$ cat src/rtl/vlc_pkg.sv
// ----------------------------------------------------------------------------
// Vehicle lamp controller package
// Shared types, event codes, lamp masks and a helper function.
// ----------------------------------------------------------------------------
package vlc_pkg;

    // Event codes carried by one request
    typedef enum logic [2:0] {
        CMD_TICK     = 3'd0,
        CMD_IGNITION = 3'd1,
        CMD_LIGHT    = 3'd2,
        CMD_RIGHT    = 3'd3,
        CMD_LEFT     = 3'd4
    } cmd_t;

    // Lamp operating mode
    typedef enum logic [1:0] {
        MODE_OFF   = 2'd0,
        MODE_RIGHT = 2'd1,
        MODE_LEFT  = 2'd2,
        MODE_PARK  = 2'd3
    } mode_t;

    // Configuration register indexes
    typedef enum logic [1:0] {
        CFG_FLASH_TICKS = 2'd0,
        CFG_LOW_DUTY    = 2'd1,
        CFG_HIGH_DUTY   = 2'd2
    } cfg_idx_t;

    // Lamp bit masks: right lamp, left lamp, buzzer
    localparam logic [2:0] LAMP_RIGHT = 3'b001;
    localparam logic [2:0] LAMP_LEFT  = 3'b010;
    localparam logic [2:0] LAMP_BUZZ  = 3'b100;
    localparam logic [2:0] LAMP_ALL   = 3'b111;

    localparam logic [6:0] DUTY_MAX   = 7'd100;
    localparam logic [6:0] FUEL_SCALE = 7'd100;

    localparam logic [7:0] FLASH_TICKS_RST = 8'd4;
    localparam logic [6:0] LOW_DUTY_RST    = 7'd10;
    localparam logic [6:0] HIGH_DUTY_RST   = 7'd90;

    typedef struct packed {
        logic [7:0] flash_ticks;
        logic [6:0] low_duty;
        logic [6:0] high_duty;
    } cfg_t;

    typedef struct packed {
        logic       ign_off;
        mode_t      mode;
        logic [2:0] light_presses;
        logic [1:0] right_presses;
        logic [1:0] left_presses;
        logic [7:0] tick_count;
        logic [2:0] lamp_bits;
        logic [6:0] duty_now;
        logic       report_pending;
    } state_t;

    typedef struct packed {
        logic       right_lamp;
        logic       left_lamp;
        logic       buzzer_on;
        logic       ignition_on;
        logic [6:0] headlight_duty;
        logic [1:0] light_mode;
        logic       report_valid;
        logic [6:0] fuel_percent;
    } result_t;

    localparam state_t STATE_RST = '{
        ign_off:        1'b1,
        mode:           MODE_OFF,
        light_presses:  3'd0,
        right_presses:  2'd0,
        left_presses:   2'd0,
        tick_count:     8'd0,
        lamp_bits:      3'd0,
        duty_now:       7'd0,
        report_pending: 1'b0
    };

    // Clamp a duty setting to 100 percent
    function automatic logic [6:0] sat_duty(input logic [6:0] d);
        return (d > DUTY_MAX) ? DUTY_MAX : d;
    endfunction

endpackage

$ cat src/rtl/vlc_cfg_regs.sv
// ----------------------------------------------------------------------------
// Vehicle lamp controller configuration registers
// Holds flash period and headlight duty settings written over the cfg port.
// ----------------------------------------------------------------------------
module vlc_cfg_regs (
    input  logic             clk,
    input  logic             rst_n,
    input  logic             cfg_valid,
    output logic             cfg_ready,
    input  logic [1:0]       cfg_index,
    input  logic [7:0]       cfg_data,
    output vlc_pkg::cfg_t    cfg
);

    vlc_pkg::cfg_t cfg_reg;
    vlc_pkg::cfg_t cfg_next;

    assign cfg_ready = 1'b1;
    assign cfg           = cfg_reg;

    // Decode the write; indexes beyond the list are dropped
    always_comb
    begin
        cfg_next = cfg_reg;
        if (cfg_valid)
        begin
            case (cfg_index)
                vlc_pkg::CFG_FLASH_TICKS: cfg_next.flash_ticks = cfg_data;
                vlc_pkg::CFG_LOW_DUTY:    cfg_next.low_duty    = cfg_data[6:0];
                vlc_pkg::CFG_HIGH_DUTY:   cfg_next.high_duty   = cfg_data[6:0];
                default:                  cfg_next = cfg_reg;
            endcase
        end
    end

    always_ff @(posedge clk or negedge rst_n)
    begin
        if (!rst_n)
        begin
            cfg_reg.flash_ticks <= vlc_pkg::FLASH_TICKS_RST;
            cfg_reg.low_duty    <= vlc_pkg::LOW_DUTY_RST;
            cfg_reg.high_duty   <= vlc_pkg::HIGH_DUTY_RST;
        end
        else
        begin
            cfg_reg <= cfg_next;
        end
    end

endmodule

$ cat src/rtl/vlc_rules.sv
// ----------------------------------------------------------------------------
// Vehicle lamp controller rule pass
// Applies one event to the state, then runs one pass of the lamp rules.
// ----------------------------------------------------------------------------
module vlc_rules (
    input  vlc_pkg::state_t  state_cur,
    input  vlc_pkg::cfg_t    cfg,
    input  logic [2:0]       command,
    input  logic [11:0]      fuel_sample,
    output vlc_pkg::state_t  state_nxt,
    output vlc_pkg::result_t result
);

    always_comb
    begin
        vlc_pkg::state_t st;
        logic            on;
        logic            rep;
        logic [18:0]     prod;
        logic [6:0]      fuel;

        st   = state_cur;
        on   = !state_cur.ign_off;
        rep  = 1'b0;
        fuel = 7'd0;
        prod = 19'(fuel_sample) * 19'(vlc_pkg::FUEL_SCALE);

        // Apply the event
        case (command)
            vlc_pkg::CMD_TICK:
            begin
                if (st.mode inside {vlc_pkg::MODE_RIGHT, vlc_pkg::MODE_LEFT})
                    st.tick_count = st.tick_count + 8'd1;
                else if (st.mode == vlc_pkg::MODE_PARK)
                    st.tick_count = 8'd1;
                st.report_pending = 1'b1;
            end
            vlc_pkg::CMD_IGNITION:
            begin
                st.ign_off = ~st.ign_off;
            end
            vlc_pkg::CMD_LIGHT:
            begin
                if (on)
                begin
                    st.light_presses = st.light_presses + 3'd1;
                    if (st.light_presses == 3'd3 && st.mode == vlc_pkg::MODE_OFF)
                        st.lamp_bits = vlc_pkg::LAMP_ALL;
                end
            end
            vlc_pkg::CMD_RIGHT:
            begin
                if (on && (st.mode inside {vlc_pkg::MODE_OFF, vlc_pkg::MODE_RIGHT}))
                begin
                    st.lamp_bits     = st.lamp_bits | vlc_pkg::LAMP_RIGHT | vlc_pkg::LAMP_BUZZ;
                    st.right_presses = st.right_presses + 2'd1;
                end
            end
            vlc_pkg::CMD_LEFT:
            begin
                if (on && (st.mode inside {vlc_pkg::MODE_OFF, vlc_pkg::MODE_LEFT}))
                begin
                    st.lamp_bits    = st.lamp_bits | vlc_pkg::LAMP_LEFT | vlc_pkg::LAMP_BUZZ;
                    st.left_presses = st.left_presses + 2'd1;
                end
            end
            default:
            begin
                st = st;
            end
        endcase

        if (!st.ign_off)
        begin
            // Right indicator: flash on period match, cancel on second press
            if (st.right_presses == 2'd1)
            begin
                st.mode = vlc_pkg::MODE_RIGHT;
                if (st.tick_count == cfg.flash_ticks)
                begin
                    st.lamp_bits  = st.lamp_bits ^ (vlc_pkg::LAMP_RIGHT | vlc_pkg::LAMP_BUZZ);
                    st.tick_count = 8'd0;
                end
            end
            else if (st.right_presses == 2'd2)
            begin
                st.lamp_bits     = st.lamp_bits & ~(vlc_pkg::LAMP_RIGHT | vlc_pkg::LAMP_BUZZ);
                st.mode          = vlc_pkg::MODE_OFF;
                st.right_presses = 2'd0;
            end

            // Left indicator: same scheme
            if (st.left_presses == 2'd1)
            begin
                st.mode = vlc_pkg::MODE_LEFT;
                if (st.tick_count == cfg.flash_ticks)
                begin
                    st.lamp_bits  = st.lamp_bits ^ (vlc_pkg::LAMP_LEFT | vlc_pkg::LAMP_BUZZ);
                    st.tick_count = 8'd0;
                end
            end
            else if (st.left_presses == 2'd2)
            begin
                st.lamp_bits    = st.lamp_bits & ~(vlc_pkg::LAMP_LEFT | vlc_pkg::LAMP_BUZZ);
                st.mode         = vlc_pkg::MODE_OFF;
                st.left_presses = 2'd0;
            end

            // Headlight duty steps and parking lights
            case (st.light_presses)
                3'd1:
                begin
                    st.duty_now = vlc_pkg::sat_duty(cfg.low_duty);
                end
                3'd2:
                begin
                    st.duty_now = vlc_pkg::sat_duty(cfg.high_duty);
                end
                3'd3:
                begin
                    if (st.mode inside {vlc_pkg::MODE_OFF, vlc_pkg::MODE_PARK})
                    begin
                        if (st.tick_count != 8'd0)
                        begin
                            st.lamp_bits  = st.lamp_bits ^ vlc_pkg::LAMP_ALL;
                            st.tick_count = 8'd0;
                        end
                        st.mode = vlc_pkg::MODE_PARK;
                    end
                end
                3'd4:
                begin
                    if (st.mode == vlc_pkg::MODE_PARK)
                    begin
                        st.lamp_bits = 3'd0;
                        st.mode      = vlc_pkg::MODE_OFF;
                    end
                    st.duty_now      = 7'd0;
                    st.light_presses = 3'd0;
                end
                default:
                begin
                    st.duty_now = st.duty_now;
                end
            endcase

            // Release a pending fuel report
            if (st.report_pending)
            begin
                rep               = 1'b1;
                fuel              = prod[18:12];
                st.report_pending = 1'b0;
            end
        end
        else
        begin
            // Ignition off: force everything dark
            st.duty_now  = 7'd0;
            st.lamp_bits = 3'd0;
        end

        state_nxt             = st;
        result.right_lamp     = st.lamp_bits[0];
        result.left_lamp      = st.lamp_bits[1];
        result.buzzer_on      = st.lamp_bits[2];
        result.ignition_on    = !st.ign_off;
        result.headlight_duty = st.duty_now;
        result.light_mode     = st.mode;
        result.report_valid   = rep;
        result.fuel_percent   = fuel;
    end

endmodule

$ cat src/rtl/vehicle_lamp_controller.sv
// ----------------------------------------------------------------------------
// Vehicle lamp controller
// Event-driven indicator, parking light, headlight duty and fuel report logic.
// ----------------------------------------------------------------------------
// Path: an accepted request is held in the input register; the result register
// loads from the rule pass once it is free, so out_stall can hold it back.
// Throughput: one request per cycle while out_stall is low; the state update is one rule pass.
// Reset: rst_n clears the pipeline and lamp state (ignition off, mode off)
// and loads flash_ticks 4, low_duty 10, high_duty 90.
module vehicle_lamp_controller (
    input  logic        clk,
    input  logic        rst_n,
    // request channel
    input  logic        in_valid,
    output logic        in_stall,
    input  logic [2:0]  command,
    input  logic [11:0] fuel_sample,
    // result channel
    output logic        out_valid,
    input  logic        out_stall,
    output logic        right_lamp,
    output logic        left_lamp,
    output logic        buzzer_on,
    output logic        ignition_on,
    output logic [6:0]  headlight_duty,
    output logic [1:0]  light_mode,
    output logic        report_valid,
    output logic [6:0]  fuel_percent,
    // configuration write channel
    input  logic        cfg_valid,
    output logic        cfg_ready,
    input  logic [1:0]  cfg_index,
    input  logic [7:0]  cfg_data
);

    vlc_pkg::cfg_t    cfg;
    vlc_pkg::state_t  state_reg;
    vlc_pkg::state_t  state_next;
    vlc_pkg::result_t result_reg;
    vlc_pkg::result_t result_next;

    logic        in_valid_reg;
    logic [2:0]  command_reg;
    logic [11:0] fuel_sample_reg;
    logic        out_valid_reg;
    logic        advance;
    logic        in_take;

    vlc_cfg_regs u_cfg_regs (
        .clk       (clk),
        .rst_n     (rst_n),
        .cfg_valid (cfg_valid),
        .cfg_ready (cfg_ready),
        .cfg_index (cfg_index),
        .cfg_data  (cfg_data),
        .cfg       (cfg)
    );

    vlc_rules u_rules (
        .state_cur   (state_reg),
        .cfg         (cfg),
        .command     (command_reg),
        .fuel_sample (fuel_sample_reg),
        .state_nxt   (state_next),
        .result      (result_next)
    );

    // Move the held request into the result register when it is free
    assign advance  = in_valid_reg && (!out_valid_reg || !out_stall);
    assign in_stall = in_valid_reg && !advance;
    assign in_take  = in_valid && !in_stall;

    // Hold request valid and result valid
    always_ff @(posedge clk or negedge rst_n)
    begin
        if (!rst_n)
        begin
            in_valid_reg  <= 1'b0;
            out_valid_reg <= 1'b0;
            state_reg     <= vlc_pkg::STATE_RST;
        end
        else
        begin
            if (in_take)
                in_valid_reg <= 1'b1;
            else if (advance)
                in_valid_reg <= 1'b0;

            if (advance)
                out_valid_reg <= 1'b1;
            else if (!out_stall)
                out_valid_reg <= 1'b0;

            if (advance)
                state_reg <= state_next;
        end
    end

    // Capture request payload and result payload
    always_ff @(posedge clk)
    begin
        if (in_take)
        begin
            command_reg     <= command;
            fuel_sample_reg <= fuel_sample;
        end
        if (advance)
            result_reg <= result_next;
    end

    assign out_valid      = out_valid_reg;
    assign right_lamp     = result_reg.right_lamp;
    assign left_lamp      = result_reg.left_lamp;
    assign buzzer_on      = result_reg.buzzer_on;
    assign ignition_on    = result_reg.ignition_on;
    assign headlight_duty = result_reg.headlight_duty;
    assign light_mode     = result_reg.light_mode;
    assign report_valid   = result_reg.report_valid;
    assign fuel_percent   = result_reg.fuel_percent;

endmodule

$ cat config.mk
export PLATFORM = sky130hd
export DESIGN_NAME = vehicle_lamp_controller
export DESIGN_NICKNAME = d
export VERILOG_FILES = /design/src/rtl/vlc_pkg.sv /design/src/rtl/vlc_cfg_regs.sv /design/src/rtl/vlc_rules.sv /design/src/rtl/vehicle_lamp_controller.sv
export SDC_FILE = /design/constraint.sdc
export NUM_CORES = 1
export LEC_CHECK = 0
export BUFFER_PORTS_ARGS = -buffer_cell sky130_fd_sc_hd__buf_4
export CAP_MARGIN = 30
export CORE_ASPECT_RATIO = 2
export CORE_MARGIN = 5
export CORE_UTILIZATION = 50
export CTS_BUF_LIST = sky130_fd_sc_hd__clkbuf_4
export DETAILED_ROUTE_END_ITERATION = 10
export HOLD_SLACK_MARGIN = 0.02
export PLACE_DENSITY = 0.7
export SETUP_SLACK_MARGIN = 0.2
export SYNTH_ARGS = -nofsm -noshare
export SYNTH_HDL_FRONTEND = slang
export SYNTH_SLANG_ARGS = --single-unit
$ cat constraint.sdc
create_clock -name clk -period 3.3 [get_ports clk]
set_input_delay 0 -clock clk [delete_from_list [all_inputs] [get_ports clk]]
set_output_delay 0 -clock clk [all_outputs]
set_load 0.01 [all_outputs]
### Yosys cells after proc, flatten, opt, wreduce, memory -nomap -nowiden

Index checks and enable logic that the tools add are counted.

* add/sub/neg operators: 4
* $lt $le $gt $ge: 2
* multipliers: 1
* equal/unequal tests: 22
* muxes and demuxes: 57
* reductions and logical operators: 27
* bitwise operators: 5

Operators with widths (number)
* 2-to-1 mux 8 bit: 8
* 2-to-1 mux 11 bit: 4
* 2-to-1 mux 3 bit: 14
* 2-to-1 mux 2 bit: 15
* one-hot mux 7 bit (3 select lines): 1
* multiplier 12 x 5 -> 17 bit, second input constant: 1
* 2-to-1 mux 17 bit: 1
* equality test 8 bit: 2
* equality test 3 x 2 -> 1 bit, second input constant: 5
* > comparator 7 bit, second input constant: 2
* 2-to-1 mux 7 bit: 2
* equality test 2 bit, second input constant: 6
* 2-to-1 mux 10 bit: 1
* nonzero test 2 bit: 5
* one-hot mux 3 bit (3 select lines): 1
* adder 8 x 1 -> 8 bit, second input constant: 1
* equality test 2 x 1 -> 1 bit, second input constant: 4
* 2-to-1 mux 1 bit: 8
* nonzero test 8 bit: 1
* equality test 3 x 1 -> 1 bit, second input constant: 2
* equality test 3 bit, second input constant: 2
* logical AND 1 bit: 6
* logical NOT 1 bit: 6
* logical NOT 2 bit: 3
* other kinds (12): 17

* logic and storage cells: 142
* input bits: 30
* register bits after elaboration: 89
* output and inout bits: 24

### Logic depth before layout (Yosys ltp)

Gate-level depths: netlist of run 1.

* depth in word-level cells: 19
* mapped depth: 15
* mapped depth without buffers: 14

### Hierarchy

From an unflattened synthesis of run 1, not the netlist that was laid out.

* cell total of the unflattened synthesis: 529
* area total of the unflattened synthesis: 5691.7 um^2

Modules (own cells, without submodules)
* vlc_rules: cells each 375, seq. area each 0.0 um^2, times used 1, area each 2561.2 um^2
* vehicle_lamp_controller: cells each 105, seq. area each 1858.0 um^2, times used 1, area each 2270.9 um^2
* vlc_cfg_regs: cells each 49, seq. area each 559.3 um^2, times used 1, area each 859.6 um^2

### Worst setup path before layout of run 1

No wires, ideal clock.

* kind: reg-to-reg
* start: reg fuel_sample_reg[3]
* end: reg result_reg (netlist bit fuel_percent[5]) (data pin)
* arrival: 3018 ps
* path slack: 12 ps
* stages on the path, launching flop included: 15
* data required time: 3030 ps
* library setup time: 270 ps
* period minus slack after synthesis: 3288 ps
* path buffers: 0
* path through: edfxtp_1 > ha_1 > ha_1 > inv_1 > fa_1 > inv_1 > ha_1 > a21o_1 > a21o_1 > a211oi_1 > o21ai_0 > a31oi_1 > o21bai_1 > xnor2_1 > nor2_1

* word-level cells in the longest chain between the ends: 1

Ends and longest elaborated chain
* from (decl): RTL line vehicle_lamp_controller.sv:44 `logic [11:0] fuel_sample_reg;`
* from (signal assigned): RTL line vehicle_lamp_controller.sv:105 `fuel_sample_reg <= fuel_sample;`
* multiplier 12 x 5 -> 17 bit: RTL line vlc_rules.sv:26 `prod = 19'(fuel_sample) * 19'(vlc_pkg::FUEL_SCALE);`
* to (signal assigned): RTL line vehicle_lamp_controller.sv:108 `result_reg <= result_next;`
* to (decl): RTL line vehicle_lamp_controller.sv:39 `vlc_pkg::result_t result_reg;`

Every way passes these cells.
A chain may end at the register's enable or synchronous reset.

### Worst setup path after layout of run 1

Same ends and word-level chain as after synthesis.

==> flow_summary_export.csv, run 1 <==
group,metric,value,unit
outcome,run_status,"finished, violations left",
outcome,violations,"negative setup slack",
cells_and_area,area_growth,35.7,%
power,power_density,653,mW/mm2
floorplanning,io_pins,54,
cts,cts_root_buf,"clkbuf_4",
floorplanning,initial_core_util,50.7,%
logic_synthesis,synth_cell_types,79,
routing,routed_via_density,5.93,
place,dpl.hpwl,11800,um
critical_path,worstPathMaxFanout,3,
critical_path,cp-start-kind,"register",
grt,antenna_found_initial,1,
critical_path,crit_required,3.51,ns
cells_and_area,mostFrequentLayoutCells,"buf_4, ha_1, inv_1, dfrtp_1, nand2_1",
place,port_buffers,52,
routing,dr.pass1.iters,5,
sta,finClkSkew,0.0304,ns
cells_and_area,final_cell_count_no_fill,860,
floorplanning,die_area,0.0137,mm2
routing,wl_per_cell,18.9,um
sta,min_period,3.38,ns
cts,cts_buffer_depth,2,
logic_synthesis,netlist_area,0.00569,mm2
cts,numCtsBuffers,9,
sta,drv_slew,0,
sta,max_slew_margin,51.9,%
grt,grt_pass1_vias,5301,
logic_synthesis,syn_area_per_cell,10.3,um2
logic_synthesis,synth_cells,551,
cells_and_area,finalInstanceArea,0.00772,mm2
cells_and_area,multiInputGateArea,0.00346,mm2
job,maxCapViolCount,0,
cells_and_area,largest_reg_flops,29,
sta,finalHoldViolations,0,
routing,drc,0,
logic_synthesis,synthArstFlopShare,59.6,%
routing,drtIter0Drc,352,
cells_and_area,finish.utilization,68.8,%
min_path,min_path_type,"in2reg",
logic_synthesis,synth_warnings,0,
place,gp_congestion,0.978,
sta,worstMarginPinSlew,0.721,ns
critical_path,crit_type,"reg2reg",
logic_synthesis,synth_seq_cells,89,
sta,setup_slack,-0.0830,ns
logic_synthesis,synth_edf_count,36,
logic_synthesis,synth_ff_type,"dfrtp_1",
grt,grt_overflow,0,
cts,cts_tree,"built",
place,placed_cells_incl_taps,791,
floorplanning,die_w,85.4,um
sta,finalSetupViolations,4,
grt,grt_pass1_wl,25300,um
floorplanning,core,0.0112,mm2
routing,routed_wl,16300,um
cts,cts_sinks,89,
routing,ant_nets,0,
sta,period_share,103,%
sta,fmax,296,MHz
cells_and_area,fillers,854,
cts,clk_pin_slew_worst_paths,0.15,ns
logic_synthesis,synth_nets,637,
grt,track_usage,23.4,%
place,placed_area,0.00665,mm2
cells_and_area,layout_commonest_cell,"buf_4",
logic_synthesis,synth-seq-area-share,42.5,%
floorplanning,rows,55,
sta,rsz0062_at_grt,"true",
cells_and_area,drive_gt1_share,36.7,%
floorplanning,fp.dieH,161,um
grt,grt_max_degree,54,
cts,worstSkewPairLatency,0.47,ns
cells_and_area,register_area,0.00242,mm2
cells_and_area,fin_nets,798,
routing,vias,5097,
cts,h-tree-depth,3,
power,ir_drop,461,uV
critical_path,end_kind,"register",
power,leakagePower,0.00340,uW
critical_path,worstPathArrival,3.60,ns
==> metrics by stage <==
| stage | setup WS, ns | TNS, ns | total power, uW | hold slack (ns) |
|---|---|---|---|---|
| 2_1_floorplan | 0.161 | 0 | 2920 | -0.296 |
| 6_report | -0.0830 | -0.238 | 5040 | 0.0420 |
| 3_3_place_gp | -0.0300 | -0.0616 | 3790 | 0.0822 |
| 4_1_cts | -0.119 | -0.437 | 4650 | 0.0248 |
| 5_1_grt | -0.307 | -1.23 | 5330 | 0.0391 |
| 3_5_place_dp | -0.103 | -0.801 | 3860 | 0.0965 |
==> what timing repair did <==
| action | CTS | global route |
|---|---|---|
| endpoints found under the setup margin | 21 | 28 |
| buffers inserted | 7 | 18 |
| hold buffers | 27 | 0 |
| pin swaps | 12 | 40 |
| endpoints found under the hold margin | 92 | 0 |
| cloned | 0 | 0 |
| gates resized for setup | 38 | 65 |
==> cells by family (layout without fill, tap and decap cells) <==
kind of cell	Yosys count	count (layout)	share of synthesized area, %
other cells	1	2	0.0659
fa+ha+maj	56	56	13.1
compound gates	136	136	16.8
buf+inv	64	230	4.53
simple gates	155	155	14.1
flops	89	89	42.5
xor+xnor	20	20	3.08
mux	30	30	5.87
==> layout make-up <==
cell class / instances / area share (%)
Multi-Input combinational cell: 398 / 44.8
Clock inverter: 6 / 0.551
Antenna cell: 1 / 0.0324
Tap cell: 142 / 2.30
Clock buffer: 10 / 0.973
Inverter: 48 / 2.34
Sequential cell: 89 / 31.3
Timing Repair Buffer: 166 / 17.7
==> path summary, 6_finish.rpt <==
kind,slack [ns],cells after the start,end,start
worst max-delay path,-0.08,14,fuel_percent[5]$_SDFFCE_PP0P_,fuel_sample_reg[3]$_DFFE_PP_
worst min-delay path,0.04,5,u_cfg_regs.cfg[20]$_DFFE_PN0P_,cfg_index[1]
worst max register to register,-0.08,14,fuel_percent[5]$_SDFFCE_PP0P_,fuel_sample_reg[3]$_DFFE_PP_
worst min register to register,0.52,2,state_reg[5]$_DFFE_PN0P_,state_reg[5]$_DFFE_PN0P_
max in group asynchronous,2.70,2,state_reg[12]$_DFFE_PN0P_,rst_n
min in group asynchronous,0.09,2,state_reg[16]$_DFFE_PN0P_,rst_n
==> where the power goes <==
part | switching [uW] | internal, uW
Sequential | 214 | 1420
Clock | 396 | 165
Combinational | 1500 | 1350
==> synthesized netlist by cell type, types with 9 or more instances <==
cell       n  area share, %
dfrtp_1   45             20
ha_1      50             11
nor2_1    38            2.5
inv_1     47            3.1
nand2_1   40            2.6
xnor2_1   13            2.0
o21a_1     9            1.2
edfxtp_1  36             19
o21ai_0   28            2.5
mux2_2    27            5.3
a22o_1     9            1.4
nand3_1   18            1.6
a21oi_1   23            2.0
nor3_1    10           0.88
==> routing by layer <==
layer / up-vias / wire (um) / global-route usage [%]
li1: 2346 / - / -
met2: 172 / 9560 / 46.5
met4: 0 / 955 / 13.5
met3: 71 / 520 / 3.29
met1: 2508 / 5260 / 21.4
met5: - / 0 / 0
==> critical path, stage by stage (launching register included) <==
cell      delay [ns]
edfxtp_1        0.46
ha_1            0.33
ha_1            0.28
inv_1           0.05
fa_1            0.48
inv_1           0.04
ha_1            0.26
a21o_1          0.17
a21o_1          0.19
a211oi_4        0.25
o21ai_2         0.12
a31oi_2         0.19
o21bai_1        0.12
xnor2_1         0.17
nor2_1          0.05
No activity file was read; power rests on OpenSTA's default activity.
==> run 2, diff against run 1 <==
- PLACE_DENSITY: 0.7 -> 0.67
- SETUP_SLACK_MARGIN: 0.2 -> 0.02
- clock period: 3.3 -> 4.2 ns (I/O delays scaled with it)
==> run 2 against run 1 <==
The flow now finishes without violations. Combinational power shrank 48%. Global-route usage shrank 1.7 points. Fmax shrank 9.6%. Die area is the same. Total power shrank 35%. Sequential power shrank 21%. Critical path type unchanged. Critical endpoint is now left_lamp$_DFFE_PP_. Highest routed layer unchanged.
==> flow_summary_export.csv, run 2 (synthesis results as in run 1) <==
group,metric,value,unit
outcome,run_status,"complete, no violations",
cts,cts_tree,"built",
floorplanning,core,0.0112,mm2
critical_path,r2r_start,"state_reg[27]$_DFFE_PN0P_",
cts,cts_buffer_depth,2,
cts,clk_pin_slew_worst_paths,0.15,ns
floorplanning,initial_core_util,50.7,%
place,dpl.hpwl,11100,um
grt,grt_pass1_vias,4812,
routing,drc,0,
cts,h-tree-depth,3,
sta,min_period,3.74,ns
min_path,min_path_type,"in2async",
grt,grt_overflow,0,
critical_path,worstPathMaxFanout,13,
routing,wl_per_cell,18.3,um
critical_path,timing.rr.end,"left_lamp$_DFFE_PP_",
cts,worstSkewPairLatency,0.46,ns
routing,routed_wl,14300,um
job,maxCapViolCount,0,
grt,track_usage,21.8,%
sta,finalSetupViolations,0,
sta,rsz0062_at_grt,"false",
routing,drtIter0Drc,259,
critical_path,end_kind,"register",
cells_and_area,fin_nets,722,
floorplanning,die_area,0.0137,mm2
cells_and_area,drive_gt1_share,19.5,%
place,port_buffers,52,
critical_path,r2r_cells,12,
cts,numCtsBuffers,9,
floorplanning,io_pins,54,
sta,fmax,267,MHz
routing,routed_via_density,5.91,
cells_and_area,layout_commonest_cell,"buf_4",
cells_and_area,area_growth,17.5,%
sta,fin_setup_tns,0,ns
power,leakagePower,0.00292,uW
power,power,3270,uW
power,power_density,489,mW/mm2
cells_and_area,finish.utilization,59.6,%
grt,antenna_found_initial,1,
routing,vias,4633,
cells_and_area,fillers,998,
power,ir_drop,335,uV
cells_and_area,largest_reg_flops,29,
cts,cts_root_buf,"clkbuf_4",
routing,dr.pass1.iters,5,
sta,holdWs,0.0959,ns
cells_and_area,finalInstanceArea,0.00668,mm2
sta,period_share,89.1,%
critical_path,reg2reg_slack,0.46,ns
grt,grt_pass1_wl,23300,um
sta,drv_slew,0,
sta,finalHoldViolations,0,
floorplanning,rows,55,
critical_path,worstPathArrival,3.97,ns
routing,ant_nets,0,
place,placed_area,0.00624,mm2
cts,cts_setup_buffers,0,
sta,finClkSkew,0.0180,ns
critical_path,cp-start-kind,"register",
place,gp_congestion,0.952,
sta,max_slew_margin,53.5,%
floorplanning,fp.dieH,161,um
cells_and_area,mostFrequentLayoutCells,"buf_4, ha_1, inv_1, dfrtp_1, nand2_1",
grt,grt_max_degree,54,
cts,cts_sinks,89,
floorplanning,die_w,85.4,um
critical_path,crit_type,"reg2reg",
sta,worstMarginPinSlew,0.698,ns
critical_path,crit_required,4.42,ns
==> run 2: area by class of cell <==
cell class / count / area [um2] / share of cell area, %
Multi-Input combinational cell: 398 / 3010 / 45.1
Sequential cell: 89 / 2420 / 36.2
Timing Repair Buffer: 90 / 748 / 11.2
Inverter: 48 / 180 / 2.70
Tap cell: 142 / 178 / 2.66
Clock buffer: 10 / 75.1 / 1.12
Clock inverter: 6 / 68.8 / 1.03
Antenna cell: 1 / 2.50 / 0.0375
==> run 2: timing repair <==
item                      CTS  global route
hold endpoints to repair   92             0
hold buffers               29             0
resized for setup           0             0
==> run 2: power breakdown <==
part           switching (uW)  total, uW  internal, uW
Combinational             876       1490           610
Clock                     303        495           191
Sequential                175       1290          1110
==> run 2: per-layer routing <==
layer  vias to the layer above  track usage (%)  part of all wire [%]
met5                         -                0                     0
met4                         0             15.5                   7.3
met3                        50             3.34                   3.0
met2                       121             40.6                    56
met1                      2271             20.8                    33
li1                       2191                -                     -
==> run 2: how the worst max path moves through the flow <==
stage                     cells past startpoint  slack (ns)                             to                         start
after global routing                         12        0.19            left_lamp$_DFFE_PP_     state_reg[27]$_DFFE_PN0P_
final                                        12        0.46            left_lamp$_DFFE_PP_     state_reg[27]$_DFFE_PN0P_
after global placement                       14        0.53  fuel_percent[5]$_SDFFCE_PP0P_  fuel_sample_reg[3]$_DFFE_PP_
after detailed placement                     14        0.46  fuel_percent[5]$_SDFFCE_PP0P_  fuel_sample_reg[2]$_DFFE_PP_
after CTS                                    14        0.42  fuel_percent[5]$_SDFFCE_PP0P_  fuel_sample_reg[2]$_DFFE_PP_
after floorplan                              14        0.91  fuel_percent[5]$_SDFFCE_PP0P_  fuel_sample_reg[3]$_DFFE_PP_
==> run 2: through the flow <==
stage | worst slack, ns | std cells
final | 0.456 | 784
after global routing | 0.192 | 784
after floorplan | 0.912 | 551
after global placement | 0.534 | 738
after detailed placement | 0.464 | 738
after CTS | 0.423 | 783
==> run 2: critical path, stage by stage (launching register included) <==
cell and delay (ns):
dfrtp_1 0.44, inv_1 0.11, ha_1 0.57, buf_4 0.27
nand4bb_1 0.11, or4_1 0.46, nand4_1 0.11, nor4b_1 0.21
and4_1 0.45, a221oi_1 0.14, or3_4 0.44, o21ai_0 0.13
a21oi_2 0.07
==> run 3, diff against run 2 <==
- ABC_AREA: not set -> 1
- MAX_ROUTING_LAYER: not set -> met4
==> run 3 against run 2 <==
Critical path depth increased by 9. Die area up 7.0%. First-iteration DRC count is 36% higher. Global-route usage is 2.9 points higher. Routed wire length grew 15%. Worst hold slack lost 0.041 ns. Fmax grew 5.8%. Via count is 17% higher. Setup slack improved by 0.21 ns. Register-to-register slack improved by 0.21 ns. Combinational power rose by 21%. Critical path type unchanged. Largest power group unchanged.
==> flow_summary_export.csv, run 3 <==
group,metric,value,unit
sta,period_share,84.2,%
routing,routed_via_density,5.30,
logic_synthesis,synth_nets,873,
critical_path,crit_type,"reg2reg",
logic_synthesis,synth_seq_cells,89,
routing,wl_per_cell,16.2,um
critical_path,reg2reg_slack,0.66,ns
sta,max_slew_margin,50.4,%
cells_and_area,mostFrequentLayoutCells,"nand2_1, inv_1, nor2_1, nand3_1, buf_4",
sta,holdWs,0.0553,ns
cts,cts_tree,"built",
logic_synthesis,synth_cell_types,47,
cts,cts_setup_buffers,0,
grt,grt_overflow,0,
floorplanning,core,0.0121,mm2
critical_path,crit_buf_inv,2,
floorplanning,die_area,0.0147,mm2
cts,h-tree-depth,3,
critical_path,worstPathMaxFanout,3,
grt,antenna_found_initial,1,
job,maxCapViolCount,0,
sta,fin_setup_tns,0,ns
cells_and_area,finalInstanceArea,0.00709,mm2
logic_synthesis,synth_warnings,0,
critical_path,cp_slowest_cell,"fa_1",
critical_path,crit_start,"fuel_sample_reg[4]$_DFFE_PP_",
critical_path,crit_required,4.42,ns
logic_synthesis,post-synth-top-count-cell,"nand2_1",
cells_and_area,multiInputGateArea,0.00312,mm2
cells_and_area,largest_reg_flops,29,
critical_path,cpLargestDelayFamily,"adder cells",
logic_synthesis,synth_ff_type,"dfrtp_1",
place,dpl.hpwl,12900,um
cells_and_area,drive_gt1_share,14.1,%
routing,ant_nets,0,
critical_path,critPathMaxStageDelay,0.50,ns
logic_synthesis,netlist_area,0.00612,mm2
cells_and_area,fin_nets,953,
logic_synthesis,yosysTopAreaCellShare,18.4,%
logic_synthesis,syn_area_per_cell,7.78,um2
logic_synthesis,synth_common_cells,"nand2_1, inv_1, nand3_1, nor2_1, ha_1",
logic_synthesis,synth-seq-area-share,39.5,%
routing,drc,0,
logic_synthesis,yosys.area.top_type,"dfrtp_1",
floorplanning,die_w,88.3,um
cells_and_area,fillers,1122,
floorplanning,io_pins,54,
logic_synthesis,synthTopCellsByArea,"dfrtp_1, edfxtp_1, nand2_1, ha_1, inv_1",
cts,clk_pin_slew_worst_paths,0.15,ns
place,port_buffers,52,
routing,routed_wl,16500,um
cts,cts_buffer_depth,2,
place,gp_congestion,0.970,
power,power_density,521,mW/mm2
critical_path,path_cells,"ha_1 -> ha_1 -> inv_1 -> fa_1 -> inv_1 -> ha_1 -> a21oi_1 -> nand2_1 -> a21oi_1 -> o21bai_1 -> nand2_1 -> nand2_1 -> nand2_1 -> nand2_1 -> nand2_1 -> nand2_1 -> nand2_1 -> nand2_1 -> nand2_1 -> a21o_1 -> a21oi_1",
outcome,run_status,"complete, no violations",
sta,fmax,283,MHz
floorplanning,fp.dieH,167,um
grt,track_usage,24.6,%
critical_path,cp-start-kind,"register",
logic_synthesis,synth_edf_count,36,
logic_synthesis,synth_cells,787,
sta,worstMarginPinSlew,0.739,ns
critical_path,r2r_start,"fuel_sample_reg[4]$_DFFE_PP_",
cts,numCtsBuffers,9,
cts,cts_root_buf,"clkbuf_4",
place,placed_area,0.00666,mm2
critical_path,worstPathArrival,3.76,ns
grt,grt_pass1_vias,5712,
min_path,min_path_type,"in2reg",
sta,finClkSkew,0.0186,ns
routing,dr.pass1.iters,4,
sta,finalHoldViolations,0,
cells_and_area,layout_commonest_cell,"nand2_1",
routing,drtIter0Drc,353,
grt,grt_pass1_wl,27200,um
min_path,hold_path_startpoint,"cfg_valid",
floorplanning,rows,57,
cts,worstSkewPairLatency,0.45,ns
cts,cts_sinks,89,
grt,grt_max_degree,54,
cells_and_area,area_growth,15.8,%
cells_and_area,finish.utilization,58.5,%
floorplanning,initial_core_util,50.5,%
logic_synthesis,synthArstFlopShare,59.6,%
critical_path,crit_path_frequent_cell,"nand2_1",
critical_path,end_kind,"register",
power,leakagePower,0.00364,uW
sta,finalSetupViolations,0,
sta,rsz0062_at_grt,"false",
sta,min_period,3.54,ns
cells_and_area,register_area,0.00242,mm2
sta,drv_slew,0,
power,ir_drop,323,uV
routing,vias,5402,
==> run 3: changes by cell type after synthesis, sizes merged, moves of 6 or more <==
cell,change
a211oi,-9
nand3,+56
o21ai,+21
mux2,-27
a22o,-9
o221ai,+9
xnor2,-11
nand2,+182
nand2b,-6
inv,+89
a21oi,-10
o21a,-9
nor2,+33
==> run 3: tightest hold or removal path: stages <==
cell and delay, ns:
buf_4 0.09, nand2_1 0.24, nand2_1 0.12, o21ai_0 0.07
==> run 3: cell families (layout without fill, tap and decap cells) <==
| family | Yosys count | count (layout) | synth area share (%) |
|---|---|---|---|
| AND/OR/NAND/NOR | 385 | 385 | 28.0 |
| buffers and inverters | 150 | 235 | 9.58 |
| AO/OA/AOI/OAI | 100 | 100 | 9.85 |
| flip-flops | 89 | 89 | 39.5 |
| adder cells (fa/ha/maj) | 56 | 56 | 12.2 |
| XOR/XNOR | 6 | 6 | 0.858 |
| other | 1 | 2 | 0.0612 |
==> run 3: final cells by class <==
class	instances	area share (%)
multi-input combinational	548	44.0
sequential	89	34.1
timing repair buffer	82	9.60
inverter	137	7.29
tap	147	2.59
clock inverter	7	1.45
clock buffer	9	0.953
antenna	1	0.0353
==> run 3: final timing paths <==
kind | to | cells after the start
min in group asynchronous | u_cfg_regs.cfg[19]$_DFFE_PN0P_ | 2
worst max-delay path | fuel_percent[5]$_SDFFCE_PP0P_ | 21
max in group asynchronous | out_valid$_DFFE_PN0P_ | 2
worst min register to register | state_reg[6]$_DFFE_PN0P_ | 2
worst min-delay path | u_cfg_regs.cfg[3]$_DFFE_PN1P_ | 4
worst max register to register | fuel_percent[5]$_SDFFCE_PP0P_ | 21
==> run 3: per-layer routing <==
metal / up-vias / GRT usage (%) / share of wire, %
met5: - / - / 0
met4: 0 / 15.4 / 6.6
met3: 65 / 3.21 / 2.9
met2: 137 / 44.5 / 56
met1: 2493 / 23.4 / 34
li1: 2707 / - / -
==> run 3: timing repair <==
action                                  4_1_cts  5_1_grt
hold buffers                                 26        0
endpoints found under the setup margin        0        0
resized for setup                             0        0
endpoints found under the hold margin        92        0
==> run 3: power breakdown <==
group | leakage [uW] | total, uW | switching (uW) | internal (uW)
clock | 0.0000924 | 569 | 320 | 249
combinational | 0.00253 | 1810 | 1190 | 624
sequential | 0.00102 | 1310 | 166 | 1150
==> run 3: per-stage QoR <==
stage	setup WS (ns)	cells	power, uW
finish	0.662	1020	3690
global route	0.299	1020	4030
CTS	0.676	1019	3690
detailed placement	0.681	977	3110
global placement	0.752	977	3040
floorplan	0.996	787	2580
